File: config.mk
export PLATFORM = sky130hd
export DESIGN_NAME = freefall_peak_impact_monitor_flat
export DESIGN_NICKNAME = d
export VERILOG_FILES = /design/src/sv/fpim_pkg.sv /design/src/sv/fpim_if.sv /design/src/sv/fpim_front.sv /design/src/sv/fpim_queue.sv /design/src/sv/fpim_isqrt.sv /design/src/sv/fpim_back.sv /design/src/sv/freefall_peak_impact_monitor.sv /design/src/flat_wrapper.sv
export SDC_FILE = /design/constraint.sdc
export NUM_CORES = 2
export LEC_CHECK = 0
export BUFFER_PORTS_ARGS = -buffer_cell sky130_fd_sc_hd__buf_2
export CAP_MARGIN = 20
export CORE_MARGIN = 2
export CORE_UTILIZATION = 55
export DETAILED_ROUTE_END_ITERATION = 8
export HOLD_SLACK_MARGIN = 0.08
export PLACE_DENSITY_LB_ADDON = 0.1
export SLEW_MARGIN = 10
export SYNTH_ARGS = -nofsm -noshare
export SYNTH_HDL_FRONTEND = slang
export SYNTH_SLANG_ARGS = --single-unit
File: constraint.sdc
create_clock -name clk_i -period 20.9 [get_ports clk_i]
set_input_delay 0 -clock clk_i [delete_from_list [all_inputs] [get_ports clk_i]]
set_output_delay 0 -clock clk_i [all_outputs]
set_load 0.05 [all_outputs]
File: src/sv/fpim_pkg.sv
// ----------------------------------------------------------------------------
// fpim_pkg: shared types and constants of the fall monitor
// Event and phase codes, register indexes, reset values and the records that
// pass between the front end, the event queue and the back end.
// ----------------------------------------------------------------------------
package fpim_pkg;

  typedef enum logic [1:0] {
    MODE_TICK     = 2'd0,
    MODE_FREEFALL = 2'd1,
    MODE_SAMPLE   = 2'd2,
    MODE_BUTTON   = 2'd3
  } mode_e;

  typedef enum logic [1:0] {
    PH_IDLE    = 2'd0,
    PH_FALLING = 2'd1,
    PH_SHOWING = 2'd2
  } phase_e;

  typedef enum logic [1:0] {
    FE_TAKE,
    FE_SQUARE,
    FE_PUSH
  } front_state_e;

  typedef enum logic {
    BK_RUN,
    BK_ROOT
  } back_state_e;

  // Configuration register indexes
  localparam int CfgIdxW = 3;
  localparam logic [CfgIdxW-1:0] REG_WINDOW_LOW     = 3'd0;
  localparam logic [CfgIdxW-1:0] REG_WINDOW_HIGH    = 3'd1;
  localparam logic [CfgIdxW-1:0] REG_SETTLE_SAMPLES = 3'd2;
  localparam logic [CfgIdxW-1:0] REG_BLINK_TICKS    = 3'd3;
  localparam logic [CfgIdxW-1:0] REG_SHOW_TICKS     = 3'd4;

  // Register reset values
  localparam logic [31:0] WindowLowRst  = 32'd9000;
  localparam logic [31:0] WindowHighRst = 32'd10000;
  localparam logic [3:0]  SettleRst     = 4'd5;
  localparam logic [15:0] BlinkRst      = 16'd500;
  localparam logic [15:0] ShowRst       = 16'd10000;

  // Datapath widths
  localparam int MagW      = 34;
  localparam int RootW     = 17;
  localparam int RootIters = 17;
  localparam logic [MagW-1:0] RootStartBit = MagW'(1) << (2 * (RootIters - 1));

  // Event queue
  localparam int QueueDepth = 2;
  localparam int QPtrW      = (QueueDepth > 1) ? $clog2(QueueDepth) : 1;
  localparam int QCntW      = $clog2(QueueDepth + 1);

  typedef struct packed {
    logic [31:0] window_low;
    logic [31:0] window_high;
    logic [3:0]  settle_samples;
    logic [15:0] blink_ticks;
    logic [15:0] show_ticks;
  } cfg_t;

  typedef struct packed {
    mode_e           mode;
    logic [MagW-1:0] mag;
    logic            at_rest;
  } evt_t;

  typedef struct packed {
    phase_e      phase;
    logic        led_on;
    logic        fall_done;
    logic [15:0] peak_magnitude;
    logic [15:0] fall_ticks;
  } res_t;

endpackage

File: src/sv/fpim_if.sv
// ----------------------------------------------------------------------------
// fpim channel interfaces
// Event request channel, result channel and register write channel.
// ----------------------------------------------------------------------------
interface fpim_in_if;
  logic               valid;
  logic               ready;
  logic [1:0]         mode;
  logic signed [15:0] acc_x;
  logic signed [15:0] acc_y;
  logic signed [15:0] acc_z;

  modport source (output valid, mode, acc_x, acc_y, acc_z, input ready);
  modport sink   (input valid, mode, acc_x, acc_y, acc_z, output ready);
endinterface

interface fpim_out_if;
  logic        valid;
  logic        ready;
  logic [1:0]  phase;
  logic        led_on;
  logic        fall_done;
  logic [15:0] peak_magnitude;
  logic [15:0] fall_ticks;

  modport source (output valid, phase, led_on, fall_done, peak_magnitude, fall_ticks,
                  input ready);
  modport sink   (input valid, phase, led_on, fall_done, peak_magnitude, fall_ticks,
                  output ready);
endinterface

interface fpim_cfg_if;
  logic                          valid;
  logic                          ready;
  logic [fpim_pkg::CfgIdxW-1:0]  index;
  logic [31:0]                   data;

  modport source (output valid, index, data, input ready);
  modport sink   (input valid, index, data, output ready);
endinterface

File: src/sv/fpim_front.sv
// ----------------------------------------------------------------------------
// fpim_front: event intake and classification
// Takes one event request, forms the squared magnitude of a sample with one
// shared multiplier, axis by axis, flags the at-rest window and pushes
// the classified event into the queue.
// ----------------------------------------------------------------------------
module fpim_front (
  input  logic             clk_i,
  input  logic             rst_ni,
  fpim_in_if.sink          in_ch,
  input  fpim_pkg::cfg_t   cfg_i,
  input  logic             full_i,
  output logic             push_o,
  output fpim_pkg::evt_t   evt_o
);
  import fpim_pkg::*;

  front_state_e       state_q, state_d;
  logic [1:0]         idx_q, idx_d;
  logic [MagW-1:0]    acc_q, acc_d;
  mode_e              mode_q;
  logic signed [15:0] ax_q, ay_q, az_q;
  logic signed [15:0] op;
  logic signed [31:0] sq;
  logic               take;

  always_comb begin
    case (idx_q)
      2'd0:    op = ax_q;
      2'd1:    op = ay_q;
      default: op = az_q;
    endcase
  end

  assign sq = op * op;

  always_comb begin
    state_d     = state_q;
    idx_d       = idx_q;
    acc_d       = acc_q;
    in_ch.ready = 1'b0;
    push_o      = 1'b0;
    take        = 1'b0;
    unique case (state_q)
      FE_TAKE: begin
        in_ch.ready = 1'b1;
        if (in_ch.valid) begin
          take  = 1'b1;
          acc_d = '0;
          idx_d = 2'd0;
          state_d = (mode_e'(in_ch.mode) == MODE_SAMPLE) ? FE_SQUARE : FE_PUSH;
        end
      end
      FE_SQUARE: begin
        // accumulate one axis per cycle
        acc_d = acc_q + {2'b00, sq[31:0]};
        idx_d = idx_q + 2'd1;
        if (idx_q == 2'd2) begin
          state_d = FE_PUSH;
        end
      end
      FE_PUSH: begin
        push_o = !full_i;
        if (!full_i) begin
          state_d = FE_TAKE;
        end
      end
      default: state_d = FE_TAKE;
    endcase
  end

  always_ff @(posedge clk_i or negedge rst_ni) begin
    if (!rst_ni) begin
      state_q <= FE_TAKE;
      idx_q   <= 2'd0;
    end else begin
      state_q <= state_d;
      idx_q   <= idx_d;
    end
  end

  always_ff @(posedge clk_i) begin
    acc_q <= acc_d;
    if (take) begin
      mode_q <= mode_e'(in_ch.mode);
      ax_q   <= in_ch.acc_x;
      ay_q   <= in_ch.acc_y;
      az_q   <= in_ch.acc_z;
    end
  end

  assign evt_o.mode    = mode_q;
  assign evt_o.mag     = acc_q;
  assign evt_o.at_rest = (acc_q > {2'b00, cfg_i.window_low}) &&
                         (acc_q < {2'b00, cfg_i.window_high});

endmodule

File: src/sv/fpim_queue.sv
// ----------------------------------------------------------------------------
// fpim_queue: classified event queue
// Short first-in first-out buffer that decouples intake from execution.
// ----------------------------------------------------------------------------
module fpim_queue (
  input  logic            clk_i,
  input  logic            rst_ni,
  input  logic            push_i,
  input  fpim_pkg::evt_t  evt_i,
  output logic            full_o,
  input  logic            pop_i,
  output logic            valid_o,
  output fpim_pkg::evt_t  evt_o
);
  import fpim_pkg::*;

  evt_t             entries_q [QueueDepth];
  logic [QPtrW-1:0] wr_q, rd_q;
  logic [QCntW-1:0] cnt_q;
  logic             do_push, do_pop;

  assign full_o  = (cnt_q == QCntW'(QueueDepth));
  assign valid_o = (cnt_q != '0);
  assign do_push = push_i && !full_o;
  assign do_pop  = pop_i && valid_o;
  assign evt_o   = entries_q[rd_q];

  always_ff @(posedge clk_i or negedge rst_ni) begin
    if (!rst_ni) begin
      wr_q  <= '0;
      rd_q  <= '0;
      cnt_q <= '0;
    end else begin
      if (do_push) begin
        wr_q <= (wr_q == QPtrW'(QueueDepth - 1)) ? '0 : wr_q + QPtrW'(1);
      end
      if (do_pop) begin
        rd_q <= (rd_q == QPtrW'(QueueDepth - 1)) ? '0 : rd_q + QPtrW'(1);
      end
      if (do_push && !do_pop) begin
        cnt_q <= cnt_q + QCntW'(1);
      end else if (do_pop && !do_push) begin
        cnt_q <= cnt_q - QCntW'(1);
      end
    end
  end

  always_ff @(posedge clk_i) begin
    if (do_push) begin
      entries_q[wr_q] <= evt_i;
    end
  end

endmodule

File: src/sv/fpim_isqrt.sv
// ----------------------------------------------------------------------------
// fpim_isqrt: iterative integer square root
// Bit-pair restoring square root, one result bit per cycle.
// ----------------------------------------------------------------------------
module fpim_isqrt (
  input  logic                        clk_i,
  input  logic                        rst_ni,
  input  logic                        start_i,
  input  logic [fpim_pkg::MagW-1:0]   value_i,
  output logic                        done_o,
  output logic [fpim_pkg::RootW-1:0]  root_o
);
  import fpim_pkg::*;

  logic            busy_q, busy_d, done_q, done_d;
  logic [MagW-1:0] rem_q, rem_d, root_q, root_d, bit_q, bit_d;
  logic [MagW:0]   trial;

  assign trial = {1'b0, root_q} + {1'b0, bit_q};

  always_comb begin
    busy_d = busy_q;
    done_d = done_q;
    rem_d  = rem_q;
    root_d = root_q;
    bit_d  = bit_q;
    if (start_i) begin
      busy_d = 1'b1;
      done_d = 1'b0;
      rem_d  = value_i;
      root_d = '0;
      bit_d  = RootStartBit;
    end else if (busy_q) begin
      if ({1'b0, rem_q} >= trial) begin
        rem_d  = rem_q - trial[MagW-1:0];
        root_d = (root_q >> 1) + bit_q;
      end else begin
        root_d = root_q >> 1;
      end
      bit_d = bit_q >> 2;
      // last pair consumed
      if (bit_q[0]) begin
        busy_d = 1'b0;
        done_d = 1'b1;
      end
    end
  end

  always_ff @(posedge clk_i or negedge rst_ni) begin
    if (!rst_ni) begin
      busy_q <= 1'b0;
      done_q <= 1'b0;
    end else begin
      busy_q <= busy_d;
      done_q <= done_d;
    end
  end

  always_ff @(posedge clk_i) begin
    rem_q  <= rem_d;
    root_q <= root_d;
    bit_q  <= bit_d;
  end

  assign done_o = done_q;
  assign root_o = root_q[RootW-1:0];

endmodule

File: src/sv/fpim_back.sv
// ----------------------------------------------------------------------------
// fpim_back: phase sequencer and result register
// Applies queued events to the phase state, starts the square root when a
// fall settles and holds each result until the sink takes it.
// ----------------------------------------------------------------------------
module fpim_back (
  input  logic                        clk_i,
  input  logic                        rst_ni,
  input  fpim_pkg::cfg_t              cfg_i,
  input  logic                        evt_valid_i,
  input  fpim_pkg::evt_t              evt_i,
  output logic                        pop_o,
  output logic                        root_start_o,
  output logic [fpim_pkg::MagW-1:0]   root_value_o,
  input  logic                        root_done_i,
  input  logic [fpim_pkg::RootW-1:0]  root_i,
  fpim_out_if.source                  out_ch
);
  import fpim_pkg::*;

  back_state_e     st_q, st_d;
  phase_e          phase_q, phase_d;
  logic [MagW-1:0] peak_q, peak_d;
  logic [3:0]      rest_q, rest_d;
  logic [15:0]     blink_q, blink_d, show_q, show_d, dur_q, dur_d, root_q, root_d;
  logic            led_q, led_d;
  logic            out_vld_q, out_vld_d;
  res_t            out_q, out_d;
  logic            out_free, load_out, go_idle, fall_end;
  logic [15:0]     bl, sl;
  logic [3:0]      rc;

  assign out_free = !out_vld_q || out_ch.ready;

  always_comb begin
    st_d         = st_q;
    phase_d      = phase_q;
    peak_d       = peak_q;
    rest_d       = rest_q;
    blink_d      = blink_q;
    show_d       = show_q;
    dur_d        = dur_q;
    root_d       = root_q;
    led_d        = led_q;
    out_d        = out_q;
    load_out     = 1'b0;
    pop_o        = 1'b0;
    root_start_o = 1'b0;
    go_idle      = 1'b0;
    fall_end     = 1'b0;
    bl           = blink_q;
    sl           = show_q;
    rc           = rest_q;

    unique case (st_q)
      BK_RUN: begin
        if (evt_valid_i && out_free) begin
          pop_o = 1'b1;
          unique case (evt_i.mode)
            MODE_TICK: begin
              if (phase_q != PH_IDLE) begin
                if (bl != 16'd0) bl = bl - 16'd1;
                if (bl == 16'd0) begin
                  led_d = !led_q;
                  bl    = cfg_i.blink_ticks;
                end
                blink_d = bl;
                if (phase_q == PH_FALLING) begin
                  if (dur_q != 16'hFFFF) dur_d = dur_q + 16'd1;
                end else begin
                  if (sl != 16'd0) sl = sl - 16'd1;
                  show_d = sl;
                  if (sl == 16'd0) go_idle = 1'b1;
                end
              end
            end
            MODE_FREEFALL: begin
              if (phase_q == PH_IDLE) begin
                phase_d = PH_FALLING;
                led_d   = 1'b1;
                peak_d  = '0;
                rest_d  = 4'd0;
                dur_d   = 16'd0;
                blink_d = cfg_i.blink_ticks;
              end
            end
            MODE_SAMPLE: begin
              if (phase_q == PH_FALLING) begin
                if (evt_i.mag >= peak_q) peak_d = evt_i.mag;
                if (evt_i.at_rest) begin
                  rc = (rest_q != 4'd15) ? rest_q + 4'd1 : rest_q;
                end else begin
                  rc = 4'd0;
                end
                rest_d = rc;
                if (rc >= cfg_i.settle_samples) begin
                  fall_end = 1'b1;
                  phase_d  = PH_SHOWING;
                  show_d   = cfg_i.show_ticks;
                end
              end
            end
            MODE_BUTTON: begin
              if (phase_q == PH_SHOWING) go_idle = 1'b1;
            end
            default: ;
          endcase

          if (go_idle) begin
            phase_d = PH_IDLE;
            peak_d  = '0;
            rest_d  = 4'd0;
            blink_d = cfg_i.blink_ticks;
            show_d  = cfg_i.show_ticks;
            led_d   = 1'b0;
            dur_d   = 16'd0;
            root_d  = 16'd0;
          end

          if (fall_end) begin
            // hold the result until the root is ready
            root_start_o = 1'b1;
            st_d         = BK_ROOT;
          end else begin
            load_out             = 1'b1;
            out_d.phase          = phase_d;
            out_d.led_on         = led_d;
            out_d.fall_done      = 1'b0;
            out_d.peak_magnitude = root_d;
            out_d.fall_ticks     = dur_d;
          end
        end
      end
      BK_ROOT: begin
        if (root_done_i && out_free) begin
          root_d               = root_i[15:0];
          load_out             = 1'b1;
          out_d.phase          = phase_q;
          out_d.led_on         = led_q;
          out_d.fall_done      = 1'b1;
          out_d.peak_magnitude = root_i[15:0];
          out_d.fall_ticks     = dur_q;
          st_d                 = BK_RUN;
        end
      end
      default: st_d = BK_RUN;
    endcase

    if (load_out) begin
      out_vld_d = 1'b1;
    end else if (out_ch.ready) begin
      out_vld_d = 1'b0;
    end else begin
      out_vld_d = out_vld_q;
    end
  end

  assign root_value_o = peak_d;

  always_ff @(posedge clk_i or negedge rst_ni) begin
    if (!rst_ni) begin
      st_q      <= BK_RUN;
      phase_q   <= PH_IDLE;
      peak_q    <= '0;
      rest_q    <= 4'd0;
      blink_q   <= BlinkRst;
      show_q    <= ShowRst;
      dur_q     <= 16'd0;
      root_q    <= 16'd0;
      led_q     <= 1'b0;
      out_vld_q <= 1'b0;
    end else begin
      st_q      <= st_d;
      phase_q   <= phase_d;
      peak_q    <= peak_d;
      rest_q    <= rest_d;
      blink_q   <= blink_d;
      show_q    <= show_d;
      dur_q     <= dur_d;
      root_q    <= root_d;
      led_q     <= led_d;
      out_vld_q <= out_vld_d;
    end
  end

  always_ff @(posedge clk_i) begin
    out_q <= out_d;
  end

  assign out_ch.valid          = out_vld_q;
  assign out_ch.phase          = out_q.phase;
  assign out_ch.led_on         = out_q.led_on;
  assign out_ch.fall_done      = out_q.fall_done;
  assign out_ch.peak_magnitude = out_q.peak_magnitude;
  assign out_ch.fall_ticks     = out_q.fall_ticks;

endmodule

File: src/sv/freefall_peak_impact_monitor.sv
// ----------------------------------------------------------------------------
// freefall_peak_impact_monitor: three-phase fall and impact monitor
// Tracks idle, falling and showing phases from tick, freefall, sample and
// button event requests and reports one result per event.
// ----------------------------------------------------------------------------
// Every accepted event request yields exactly one result, in order. A sample
// is squared by the single shared 16x16 multiplier, which forms x*x, y*y and
// z*z one after another. The sample that settles a fall also waits for the
// one-bit-per-cycle square root of the 34-bit peak before its result appears.
// A two-entry event queue sits between intake and the phase sequencer, and a
// result register holds each result until it is taken, so new requests are
// still accepted while a result waits, until the queue and intake are full.
// Register writes are taken on any cycle, always ready; write them only while
// no event is in flight. Writes to blink_ticks and show_ticks apply at the
// next reload.
// ----------------------------------------------------------------------------
module freefall_peak_impact_monitor (
  input  logic       clk_i,
  input  logic       rst_ni,
  fpim_in_if.sink    in_ch,
  fpim_cfg_if.sink   cfg_ch,
  fpim_out_if.source out_ch
);
  import fpim_pkg::*;

  cfg_t             cfg_q;
  evt_t             front_evt, queue_evt;
  logic             push, full, pop, queue_valid;
  logic             root_start, root_done;
  logic [MagW-1:0]  root_value;
  logic [RootW-1:0] root;

  // Register file: always ready, ignore indexes past the list
  assign cfg_ch.ready = 1'b1;

  always_ff @(posedge clk_i or negedge rst_ni) begin
    if (!rst_ni) begin
      cfg_q.window_low     <= WindowLowRst;
      cfg_q.window_high    <= WindowHighRst;
      cfg_q.settle_samples <= SettleRst;
      cfg_q.blink_ticks    <= BlinkRst;
      cfg_q.show_ticks     <= ShowRst;
    end else if (cfg_ch.valid) begin
      case (cfg_ch.index)
        REG_WINDOW_LOW:     cfg_q.window_low     <= cfg_ch.data;
        REG_WINDOW_HIGH:    cfg_q.window_high    <= cfg_ch.data;
        REG_SETTLE_SAMPLES: cfg_q.settle_samples <= cfg_ch.data[3:0];
        REG_BLINK_TICKS:    cfg_q.blink_ticks    <= cfg_ch.data[15:0];
        REG_SHOW_TICKS:     cfg_q.show_ticks     <= cfg_ch.data[15:0];
        default: ;
      endcase
    end
  end

  // Intake: square and classify each request
  fpim_front u_front (
    .clk_i  (clk_i),
    .rst_ni (rst_ni),
    .in_ch  (in_ch),
    .cfg_i  (cfg_q),
    .full_i (full),
    .push_o (push),
    .evt_o  (front_evt)
  );

  // Decouple intake from the sequencer
  fpim_queue u_queue (
    .clk_i   (clk_i),
    .rst_ni  (rst_ni),
    .push_i  (push),
    .evt_i   (front_evt),
    .full_o  (full),
    .pop_i   (pop),
    .valid_o (queue_valid),
    .evt_o   (queue_evt)
  );

  // Peak root, run once per settled fall
  fpim_isqrt u_isqrt (
    .clk_i   (clk_i),
    .rst_ni  (rst_ni),
    .start_i (root_start),
    .value_i (root_value),
    .done_o  (root_done),
    .root_o  (root)
  );

  // Phase sequencer and result register
  fpim_back u_back (
    .clk_i        (clk_i),
    .rst_ni       (rst_ni),
    .cfg_i        (cfg_q),
    .evt_valid_i  (queue_valid),
    .evt_i        (queue_evt),
    .pop_o        (pop),
    .root_start_o (root_start),
    .root_value_o (root_value),
    .root_done_i  (root_done),
    .root_i       (root),
    .out_ch       (out_ch)
  );

endmodule

File: src/flat_wrapper.sv
// flat-port wrapper written by rule: the top's interface ports become plain ports
module freefall_peak_impact_monitor_flat import fpim_pkg::*;
  (clk_i, rst_ni, in_ch_valid, in_ch_mode, in_ch_acc_x, in_ch_acc_y, in_ch_acc_z, in_ch_ready, cfg_ch_valid, cfg_ch_index, cfg_ch_data, cfg_ch_ready, out_ch_valid, out_ch_phase, out_ch_led_on, out_ch_fall_done, out_ch_peak_magnitude, out_ch_fall_ticks, out_ch_ready);
  fpim_in_if in_ch_i ();
  fpim_cfg_if cfg_ch_i ();
  fpim_out_if out_ch_i ();
  input  logic clk_i;
  input  logic rst_ni;
  input wire logic [$bits(in_ch_i.valid)-1:0] in_ch_valid;
  input wire logic [$bits(in_ch_i.mode)-1:0] in_ch_mode;
  input wire logic [$bits(in_ch_i.acc_x)-1:0] in_ch_acc_x;
  input wire logic [$bits(in_ch_i.acc_y)-1:0] in_ch_acc_y;
  input wire logic [$bits(in_ch_i.acc_z)-1:0] in_ch_acc_z;
  output wire logic [$bits(in_ch_i.ready)-1:0] in_ch_ready;
  input wire logic [$bits(cfg_ch_i.valid)-1:0] cfg_ch_valid;
  input wire logic [$bits(cfg_ch_i.index)-1:0] cfg_ch_index;
  input wire logic [$bits(cfg_ch_i.data)-1:0] cfg_ch_data;
  output wire logic [$bits(cfg_ch_i.ready)-1:0] cfg_ch_ready;
  output wire logic [$bits(out_ch_i.valid)-1:0] out_ch_valid;
  output wire logic [$bits(out_ch_i.phase)-1:0] out_ch_phase;
  output wire logic [$bits(out_ch_i.led_on)-1:0] out_ch_led_on;
  output wire logic [$bits(out_ch_i.fall_done)-1:0] out_ch_fall_done;
  output wire logic [$bits(out_ch_i.peak_magnitude)-1:0] out_ch_peak_magnitude;
  output wire logic [$bits(out_ch_i.fall_ticks)-1:0] out_ch_fall_ticks;
  input wire logic [$bits(out_ch_i.ready)-1:0] out_ch_ready;
  assign in_ch_i.valid = in_ch_valid;
  assign in_ch_i.mode = in_ch_mode;
  assign in_ch_i.acc_x = in_ch_acc_x;
  assign in_ch_i.acc_y = in_ch_acc_y;
  assign in_ch_i.acc_z = in_ch_acc_z;
  assign in_ch_ready = in_ch_i.ready;
  assign cfg_ch_i.valid = cfg_ch_valid;
  assign cfg_ch_i.index = cfg_ch_index;
  assign cfg_ch_i.data = cfg_ch_data;
  assign cfg_ch_ready = cfg_ch_i.ready;
  assign out_ch_valid = out_ch_i.valid;
  assign out_ch_phase = out_ch_i.phase;
  assign out_ch_led_on = out_ch_i.led_on;
  assign out_ch_fall_done = out_ch_i.fall_done;
  assign out_ch_peak_magnitude = out_ch_i.peak_magnitude;
  assign out_ch_fall_ticks = out_ch_i.fall_ticks;
  assign out_ch_i.ready = out_ch_ready;
  freefall_peak_impact_monitor u_core (.clk_i(clk_i), .rst_ni(rst_ni), .in_ch(in_ch_i), .cfg_ch(cfg_ch_i), .out_ch(out_ch_i));
endmodule
# == After elaboration in Yosys (flattened, before gate mapping) ==
# Memories as Yosys holds them, arrays and structs flattened.
# Index checks and enable logic that the tools add are counted.
# classes
n_lt_le_gt_ge,5
n_eq_ne,28
n_mul,1
add_sub_neg,13
reduce_logical,48
bitwise_logic,1
mux,118
# op_table
op,n
16-bit 2-to-1 mux,28
34-bit 2-to-1 mux,11
16-bit case mux with 2 select lines,5
34-bit case mux with 2 select lines,2
36-bit 2-to-1 mux,3
36-bit case mux with 2 select lines,1
1-bit 2-to-1 mux,40
4-bit 2-to-1 mux,9
34-bit by 33-bit adder with 35-bit output,1
34-bit by 35-bit >= comparator with 1-bit output,1
33-bit by 33-bit adder with 34-bit output,1
34-bit by 32-bit adder with 34-bit output,1
34-bit >= comparator,1
34-bit by 32-bit greater-than comparator with 1-bit output,1
34-bit by 32-bit < comparator with 1-bit output,1
34-bit subtractor,1
16-bit zero test,2
16-bit by 16-bit multiplier with 32-bit output,1
16-bit nonzero test,2
"16-bit by 1-bit subtractor with 16-bit output, second input constant",2
2-bit 2-to-1 mux,11
2-bit AND reduction,10
"16-bit by 1-bit adder with 16-bit output, second input constant",1
"16-bit inequality test, second input constant",1
29 further kinds,77
# word_totals
out_inout_bits,39
ramBits,74
memories,1
regBits,422
elab_cells,250
input_bits,90
# mem_list
memory,words,width,rd,rd_clocked_by_memory_dff,write_ports,line_no,text
u_core.u_queue.entries_q,2,37,1,0,1,fpim_queue.sv:17,evt_t entries_q [QueueDepth];

# == Depth between registers and ports, before layout ==
# logic_depth
word_depth,18
depth_mapped,41
ltp_nobuf,39

# == Cells and area by module ==
# Synthesis repeated with hierarchy kept, for this count alone.
# hier_totals
hier_cells,3898
hier_area_um2,38658.3
# modules_own_cells
module,n_inst,seq_area_each_um2,cells_per_inst,area_each_um2
fpim_front,1,2622.5,1636,15270.9
fpim_back,1,3772.4,987,8853.5
fpim_isqrt,1,2092.0,924,7747.4
freefall_peak_impact_monitor,1,2531.2,217,3833.7
fpim_queue,1,2322.2,134,2952.8

# == Worst setup path before layout ==
# Ideal clock, no wire load.
# synth_path
path_type,flip-flop to flip-flop
startpoint,register u_core.u_front.idx_q[0]
endpoint,"register u_core.u_front.acc_q[33], data pin"
required_ns,20.634
slack_ns,12.151
setup_time_ns,0.266
stages_incl_launch_ff,37
t_arrival_ns,8.483
path_buffers,2
synth_period_minus_slack_ns,8.749
cell_sequence,dfrtp_1 inv_1 ha_1 clkbuf_1 nor2_1 clkbuf_1 a21oi_1 clkinv_1 nand2_1 inv_1 fa_1 inv_1 fa_1 fa_1 inv_1 fa_1 fa_1 inv_1 fa_1 inv_1 ha_1 a21oi_1 o21ai_0 a31oi_1 o21ai_0 a31o_2 a21oi_1 xnor2_1 ha_1 and3_1 nand2_1 or2_2 o311ai_0 a41oi_1 o21ai_0 xnor2_1 nor2_1
# synth_via
elab_chain_cells,5
elab_cells_between_ends,6
cone_classes,add/sub (1); mul (1); eq/ne (1); mux (2); reduce/logical (1)
# synth_lines
item,line_no,text
start: declaration,fpim_front.sv:19,"logic [1:0] idx_q, idx_d;"
start signal: assignment,fpim_front.sv:78,idx_q <= idx_d;
2-bit by 1-bit == test with 1-bit output / 2-bit zero test (equally long branches),fpim_front.sv:28,case (idx_q)
16-bit case mux with 2 select lines (*),fpim_front.sv:28,
16-bit by 16-bit multiplier with 32-bit output (*),fpim_front.sv:35,assign sq = op * op;
34-bit by 32-bit adder with 34-bit output (*),fpim_front.sv:56,"acc_d = acc_q + {2'b00, sq[31:0]};"
34-bit case mux with 2 select lines (*),fpim_front.sv:44,unique case (state_q)
end signal: assignment,fpim_front.sv:83,acc_q <= acc_d;
end: declaration,fpim_front.sv:20,"logic [MagW-1:0] acc_q, acc_d;"
# Every way passes the cells marked *; elsewhere a longest branch is shown, timed or not.
# A chain may end at the register's enable or synchronous reset.

# == Worst setup path after layout ==
# layout_path
startpoint,register u_core.u_front.idx_q[0]
endpoint,"register u_core.u_front.acc_q[31], data pin"
# The elaborated chain is that of the path after synthesis.

==> qor.csv <==
metric,value,unit
status,finished clean,
post-synthesis sequential area ratio,35.1,%
Setup Skew,37.0,ps
Worst setup SP type,register,
Nets,4739,
"Avg Cell Area, Syn",9.72,um^2
initial drt markers,2013,
Yosys warnings,0,
PostCTS Resize Cnt,0,
worst r2r src,u_core.u_front.idx_q[0],
CTS tree,done,
Reg2Reg Capture Point,u_core.u_front.acc_q[31],
Bufs on Longest Clock Path,3,
Yosys cell types,92,
required time of the critical path,21280,ps
"top cells by count, synth","inv_1 (488), nand2_1 (363), ha_1 (306), o21ai_0 (285), nor2_1 (238)",
pre-CTS setup slack,10670,ps
Slew HR,30.6,%
Die Span X,267,um
layout filler cell count,5754,
first-pass GRT wire length,153000,um
CTS H-Tree Depth,2,
Area Overhead vs Synth,12.6,%
GRT Total Usage,26.9,%
Residual DRC,0,
Port Buffers,127,
Overflow after GRT,0,
Rows,96,
Yosys top cell area share,18.0,%
GP Congestion,0.894,
setup TNS,0,ps
share of layout cells above drive strength 1,10.6,%
TritonCTS buffer count,56,
R2R setup slack,10530,ps
placed wire-length estimate,67900,um
critical path's slowest cell,a21oi_1,
critical path class,reg2reg,
count of flip-flops with a built-in enable after synthesis,228,
clk slew on worst S/H paths,60,ps
max incr delay on CP,660,ps
Fmax achieved,0.0965,GHz
Mapped Cells,3911,
setup ws final,10530,ps
CTS Sinks,496,
Die Ht,267,um
ranking of synthesized cells by area,"edfxtp_1 (18%), fa_1 (12%), dfrtp_1 (12%), ha_1 (10%), inv_1 (4.8%)",
worst slew pin tran,1030,ps
#FFs+latches synth,496,
max-cap violations,0,
syn_nets,4542,
Final Hold Fails,0,
r2r worst-path depth,34,
Clock Latency Late Sink,640,ps
largest area contributor in the netlist,edfxtp_1,
final antenna-violating net count,0,
Initial Util,55.5,%
type of the worst min-delay path,in2async,
Setup-failing EPs final,0,
Async SR Flop Fraction,43.8,%
Main synth FF type,edfxtp_1,
most common cell in the netlist,inv_1,
largest fanout on the critical path,18,
vias per cell,5.77,
I/O pin total,129,
WL per Instance,18.6,um
post-synthesis instance area,0.0380,mm^2
crit share post-route,49.6,%
Post-CTS Setup Inserts,0,
drt total wl,93600,um
post-layout minimum cycle time,10370,ps
vias in the first global route,29200,
Placeable Area,0.0685,mm^2
RSZ-0062 raised after global routing,no,
vias,29100,
Setup crit start,u_core.u_front.idx_q[0],
largest net degree at the start of global routing,112,
die area,0.0712,mm^2
Final Max Tran Viols,0,
drt pass-1 iters,6,
root buf cell,clkbuf_16,
crit path DAT,10750,ps
antenna violations before repair,3,
critical path endpoint category,register,
==> final cells by class <==
type / instances / area [um^2] / area share, %
clock inverter: 35 / 379 / 0.886
timing repair buffer: 298 / 2300 / 5.38
tap: 882 / 1100 / 2.58
inverter: 494 / 1850 / 4.33
sequential: 496 / 13300 / 31.2
clock buffer: 71 / 1580 / 3.70
multi-input combinational: 2762 / 22200 / 51.9
antenna: 3 / 7.51 / 0.0175
==> repair_timing <==
action | CTS | global route
endpoints found under the setup margin | 0 | 0
hold endpoints to repair | 269 | 0
hold buffers | 136 | 0
==> cells in the final DEF, fill, tap and decap left out, types with 35 or more instances in the layout <==
cell type      synthesis  layout
a211oi_1              37      37
a21o_1                96      96
a21oi_1              193     193
a22o_1                39      39
a22oi_1               35      35
a31oi_1               41      40
buf_2                 24     126
clkbuf_16              0      60
dfrtp_1              183     181
dfxtp_1               51      51
dlygate4sd3_1          0     136
edfxtp_1             228     228
fa_1                 235     235
ha_1                 306     306
inv_1                488     488
mux2_2                89      89
mux2i_1               52      52
nand2_1              363     362
nand3_1               45      45
nand4_1               42      42
nor2_1               238     237
nor3_1                57      54
o21ai_0              285     283
xnor2_1               81      81
xor2_1                68      68
==> cells by family (layout without fill, tap and decap cells) <==
group,count (synthesis),count (layout),share of synthesized area [%]
compound gates,997,997,17.1
simple gates,933,933,11.3
buf+inv,653,898,6.58
fa+ha+maj,541,541,22.5
flops,496,496,35.1
xor+xnor,149,149,3.43
mux,141,141,4.01
other cells,1,4,0.00987
==> state kept, by name (all words and copies together) (netlist names), 17 cells and up <==
name,cells
u_core.cfg_q,100
u_core.u_queue.entries_q,74
u_core.u_back.peak_q,34
u_core.u_front.acc_q,34
u_core.u_isqrt.rem_q,34
u_core.u_isqrt.root_q,34
u_core.u_isqrt.bit_q,17
==> worst max-delay path by stage <==
stage,end,slack [ps],depth (start not counted)
after floorplan,u_core.u_front.acc_q[33],12150,36
after CTS,u_core.u_front.acc_q[31],10640,34
after global routing,u_core.u_front.acc_q[29],9800,33
final,u_core.u_front.acc_q[31],10530,34
after detailed placement,u_core.u_front.acc_q[31],10670,34
after global placement,u_core.u_front.acc_q[32],10950,34
==> layer usage <==
metal / vias to the layer above / track usage, % / part of all wire (%)
li1: 14100 / - / -
met1: 14200 / 36.6 / 45
met2: 635 / 45.2 / 48
met3: 138 / 3.27 / 4.2
met4: 0 / 7.71 / 2.8
met5: - / 0 / 0
==> per-stage QoR <==
stage	cells	area (um^2)	hold slack, ps	utilization [%]
after detailed placement	4793	39400	171	57.6
after CTS	5035	42700	80.2	62.4
after floorplan	3911	38000	-296	-
final	5041	42800	77.9	62.5
after global routing	5038	42800	83.4	62.5
after global placement	4792	39400	159	57.6
==> critical path: cells and delay by family (launching register included) <==
kind / cells / cell delay (ps)
xor+xnor: 2 / 240
flops: 1 / 410
buf+inv: 8 / 1210
compound gates: 10 / 3140
simple gates: 5 / 720
fa+ha+maj: 9 / 4410
Power is left out: the tool's default activity adds up to more than one toggle a clock period on the data nets, which glitch-free logic cannot reach.
